### src/rtl/skc_pkg.sv
// ----------------------------------------------------------------------------
// skc_pkg
// Shared types and fixed field widths of the stable key sorter.
// ----------------------------------------------------------------------------
package skc_pkg;

    localparam int TAG_WIDTH    = 6;
    localparam int IN_KEY_WIDTH = 32;

    // Per-cycle command broadcast to every cell of the chain
    typedef struct packed {
        logic insert;   // place the incoming request into the sorted row
        logic shift;    // move every entry one cell toward the output
    } skc_ctrl_t;

endpackage

### src/rtl/skc_cell.sv
// ----------------------------------------------------------------------------
// skc_cell
// One position of the sorted row: holds a key and tag, takes the new
// request or its left neighbor's entry on insert, its right neighbor's on
// shift.
// ----------------------------------------------------------------------------
module skc_cell
    import skc_pkg::*;
#(
    parameter int KEY_WIDTH = 32
) (
    input  logic                 clk,
    input  skc_ctrl_t            ctrl,
    input  logic                 occupied,
    input  logic [KEY_WIDTH-1:0] new_key,
    input  logic [TAG_WIDTH-1:0] new_tag,
    input  logic                 left_gt,
    input  logic [KEY_WIDTH-1:0] left_key,
    input  logic [TAG_WIDTH-1:0] left_tag,
    input  logic [KEY_WIDTH-1:0] right_key,
    input  logic [TAG_WIDTH-1:0] right_tag,
    output logic                 gt,
    output logic [KEY_WIDTH-1:0] key,
    output logic [TAG_WIDTH-1:0] tag
);

    logic [KEY_WIDTH-1:0] key_reg;
    logic [TAG_WIDTH-1:0] tag_reg;

    // Strict compare: an equal key stays ahead of the new request
    assign gt  = !occupied || (key_reg > new_key);
    assign key = key_reg;
    assign tag = tag_reg;

    always_ff @(posedge clk)
    begin
        if (ctrl.shift)
        begin
            key_reg <= right_key;
            tag_reg <= right_tag;
        end
        else if (ctrl.insert && gt)
        begin
            if (left_gt)
            begin
                key_reg <= left_key;
                tag_reg <= left_tag;
            end
            else
            begin
                key_reg <= new_key;
                tag_reg <= new_tag;
            end
        end
    end

endmodule

### config.mk
export PLATFORM = sky130hd
export DESIGN_NAME = skc_cell
export DESIGN_NICKNAME = d
export VERILOG_FILES = /design/src/rtl/skc_pkg.sv /design/src/rtl/skc_cell.sv
export SDC_FILE = /design/constraint.sdc
export NUM_CORES = 1
export LEC_CHECK = 0
export BUFFER_PORTS_ARGS = -buffer_cell sky130_fd_sc_hd__clkbuf_2
export CORE_UTILIZATION = 45
export DETAILED_ROUTE_END_ITERATION = 8
export PLACE_DENSITY = 0.89
export SETUP_SLACK_MARGIN = 0.4
export SKIP_CTS_REPAIR_TIMING = 1
export SYNTH_ARGS = -nofsm -noshare
export SYNTH_HDL_FRONTEND = slang
export SYNTH_SLANG_ARGS = --single-unit
### constraint.sdc
create_clock -name clk -period 3.55 [get_ports clk]
set_clock_uncertainty 0.15 [all_clocks]
set_input_delay 0.355 -clock clk [delete_from_list [all_inputs] [get_ports clk]]
set_output_delay 0.355 -clock clk [all_outputs]
set_load 0.01 [all_outputs]
Yosys cells after proc, flatten, opt, wreduce, memory -nomap -nowiden:

Index checks and enable logic that the tools add are counted.

* bits of input ports: 119
* output and inout port bits: 39
* bits in registers: 38

* multiplexer cells: 6
* reductions and logical operators: 4
* order comparisons: 1

Operators by type and width (number)
* 2-to-1 mux 32 bit: 3
* > comparator 32 bit: 1
* 2-to-1 mux 6 bit: 3
* nonzero test 2 bit: 1
* logical AND 1 bit: 1
* zero test 1 bit: 1
* logical OR 1 bit: 1

Logic depth before layout (Yosys ltp):

* word-level depth: 5
* gate-level depth with buffers: 7
* mapped depth without buffers: 7

Worst setup path after synthesis:

No wires, ideal clock.

* path kind: flip-flop to flip-flop
* from: register key_reg[1] (netlist: key[1])
* to: register key_reg[0] (netlist: key[0]), enable pin
* library setup time: 0.410 ns
* required time: 2.990 ns
* path slack: 0.393 ns
* stages on the path, launching flop included: 7
* buffers on the path: 0
* arrival time: 2.597 ns
* cell sequence: edfxtp_1 -> ha_1 -> nor2b_4 -> o211ai_2 -> a2111oi_2 -> o31ai_1 -> a41oi_2

* longest elaborated chain between the ends: 4

RTL lines
* from (decl): RTL line skc_cell.sv:27 `logic [KEY_WIDTH-1:0] key_reg;`
* from (signal assigned): RTL line skc_cell.sv:39 `key_reg <= right_key;`
* from (signal assigned): RTL line skc_cell.sv:46 `key_reg <= left_key;`
* from (signal assigned): RTL line skc_cell.sv:51 `key_reg <= new_key;`
* > comparator 32 bit: RTL line skc_cell.sv:31 `assign gt = !occupied || (key_reg > new_key);`
* logical OR 1 bit: RTL line skc_cell.sv:31
* logical AND 1 bit: RTL line skc_cell.sv:42 `else if (ctrl.insert && gt)`
* nonzero test 2 bit (no source line)

No other way between the ends.
A chain may end at the register's enable or synchronous reset.

Worst setup path in the final report:

* from: register key_reg[19] (netlist: key[19])
* to: register key_reg[10] (netlist: key[10]), enable pin

Same word-level chain as after synthesis.

==> flow_summary.yaml <==
routing:
  drt_iter0_drc: 74
  dr_total_vias: 2599
  vias_per_cell: 5.08
  post_drt_wl_per_cell_um: 13.8
  first_pass_iters: 4
  antenna_left: 0
  routed_wl_um: 7060
  drc: 0
synthesis:
  syn_area_mm2: 0.00278
  ys_seq_elements: 38
  syn_area_per_cell_um2: 9.94
  synthTopCellsByArea: "edfxtp_1, ha_1, mux2i_1"
  ys_types: 33
  synth.largest_area_cell: "edfxtp_1"
  ys.flop_type: "edfxtp_1"
  syn_inst: 280
  synth-async-reset-ratio_pct: 0
  ys_seq_area_share_pct: 41.0
  ys_warn_count: 0
  synth_enable_flop_cells: 38
  synth_nets: 431
  synth.top_cell.area_share_pct: 41.0
worst_setup_path:
  r2r_start: "key[19]"
  required_ns: 3.37
  crit_path_start_kind: "flip-flop"
  r2r_setup_slack_ns: 0.70
  crit_type: "flip-flop to flip-flop"
  critPathMaxFanout: 13
  r2r_cells: 6
  rr_endpoint: "key[10]"
  endpoint_kind: "flip-flop"
  crit_arrival_ns: 2.67
final_layout:
  drive_above_1_share_pct: 40.5
  fin_area_mm2: 0.00376
  n_antenna_cell: 0
  final_core_util_pct: 63.1
  nets: 587
  fillers: 507
  areaGrowthSynthToFinish_pct: 35.0
  largest_reg_flops: 32
outcome:
  status: "finished, final reports clean"
floorplan:
  core-area_mm2: 0.00596
  die_h_um: 80.7
  die_w_um: 80.7
  rows: 28
  start_util_pct: 46.7
  dieArea_mm2: 0.00651
  ios: 158
cts:
  clk_path_buf_depth: 2
  clock_sinks: 38
  clkLatencyLatePin_ns: 0.28
  tritoncts: "built"
  clkTransAtPathRegs_ns: 0.08
  cts_made_buffers: 5
  cts-root-buf: "clkbuf_8"
  htree_levels: 2
grt:
  grt_pass1_wl_um: 10900
  grt_overflow_total: 0
  grt_use_total_pct: 21.9
  antenna_found_initial: 0
  grt_max_degree: 77
  grt_pass1_vias: 2449
placed_design:
  port_buffers: 157
  post-place-ws_ns: 0.593
  placed_area_mm2: 0.00365
  place_congestion: 0.773
  place_hpwl_um: 5970
power:
  irDropWorstVdd_mv: 0.181
  p_leak_uw: 0.00201
  total_power_uw: 1340
  power_density_mw_per_mm2: 356
min_path:
  hold_class: "input pin to flip-flop"
  whs_endpoint: "tag[2]"
  min_from: "right_tag[2]"
  holdPathStages: 3
sta:
  finalCriticalPeriod_ns: 2.85
  tightest_slew_ns: 0.842
  slew-limit-headroom_pct: 43.9
  fin_tns_setup_ns: 0
  slew_violations: 0
  clock.fmax_mhz: 350
  rsz0062_at_grt: "false"
  period_share_pct: 80.4
  setup_violations: 0
  hold_viol: 0
  setup_slack_ns: 0.697
job:
  max-cap-violations: 0
synthesized netlist by cell type (3+ instances only):
library cell,count
nand2_1,42
edfxtp_1,38
mux2i_1,38
o21ai_1,38
inv_1,33
ha_1,32
a21oi_1,12
nand4_1,7
clkbuf_1,5
nand3_1,4
a21o_1,3
buf_2,3
worst max-delay path by stage:
stage	from	endpoint	slack, ns	cells past startpoint
after CTS	key[19]	key[9]	0.66	6
after floorplan	key[1]	key[0]	0.75	6
after detailed placement	new_key[27]	key[4]	0.59	8
after global placement	new_key[27]	tag[4]	0.67	8
final	key[19]	key[10]	0.70	6
after global routing	key[23]	key[10]	0.45	6
logic make-up (layout without fill, tap and decap cells):
family / count (synthesis) / in the layout / share of synthesized area, %
AND/OR/NAND/NOR: 61 / 61 / 10.2
adder cells (fa/ha/maj): 32 / 32 / 14.4
buffers and inverters: 45 / 202 / 6.47
AO/OA/AOI/OAI: 66 / 66 / 14.2
multiplexers: 38 / 38 / 13.7
flip-flops: 38 / 38 / 41.0
layout by cell type, fill, tap and decap left out, drive strengths merged:
cell	instances
inv	33
o21ai	40
ha	32
a221o	1
clkbuf	162
nand4	8
nand2	42
nor2b	1
a31oi	1
bufinv	1
a21oi	12
o21a	1
mux2i	38
a2111oi	1
edfxtp	38
o211ai	2
a21o	3
a41o	1
nor4	2
a41oi	1
nor2	2
o31ai	1
buf	4
a211oi	2
and3	1
clkinv	2
nand3	4
nor3	1
report_power, final:
group	switching, µW	internal [µW]
Combinational	210	180
Clock	151	207
Sequential	27.5	561
per-stage QoR:
step                      hold WS, ns  instances
final                           0.207        512
after global placement          0.498        504
after global routing            0.211        512
after floorplan                 0.399        280
after detailed placement        0.494        504
after CTS                       0.203        512
layout make-up:
cell class / instances / area [µm²] / share of cell area [%]
multi-input cells: 197 / 1470 / 39.2
flip-flops and latches: 38 / 1140 / 30.4
repair buffers: 161 / 816 / 21.7
inverters: 33 / 124 / 3.30
well taps: 75 / 93.8 / 2.50
clock buffers: 5 / 68.8 / 1.83
clock inverters: 3 / 40.0 / 1.07
critical path, cell delays in order (launching register included):
cell and delay, ns:
edfxtp_1 0.40, ha_1 0.34, nand4_1 0.13, nor4_2 0.44, o31ai_1 0.22, a41oi_4 0.53
buf_4 0.32
routing by layer:
metal,wire length (µm),vias up,global-route usage [%],part of all wire (%)
li1,-,1330,-,-
met1,2860,1164,24.5,40
met2,3690,95,41.4,52
met3,372,10,3.52,5.3
met4,137,0,7.86,1.9
met5,0,-,0,0
(Power assumes the default switching activity.)
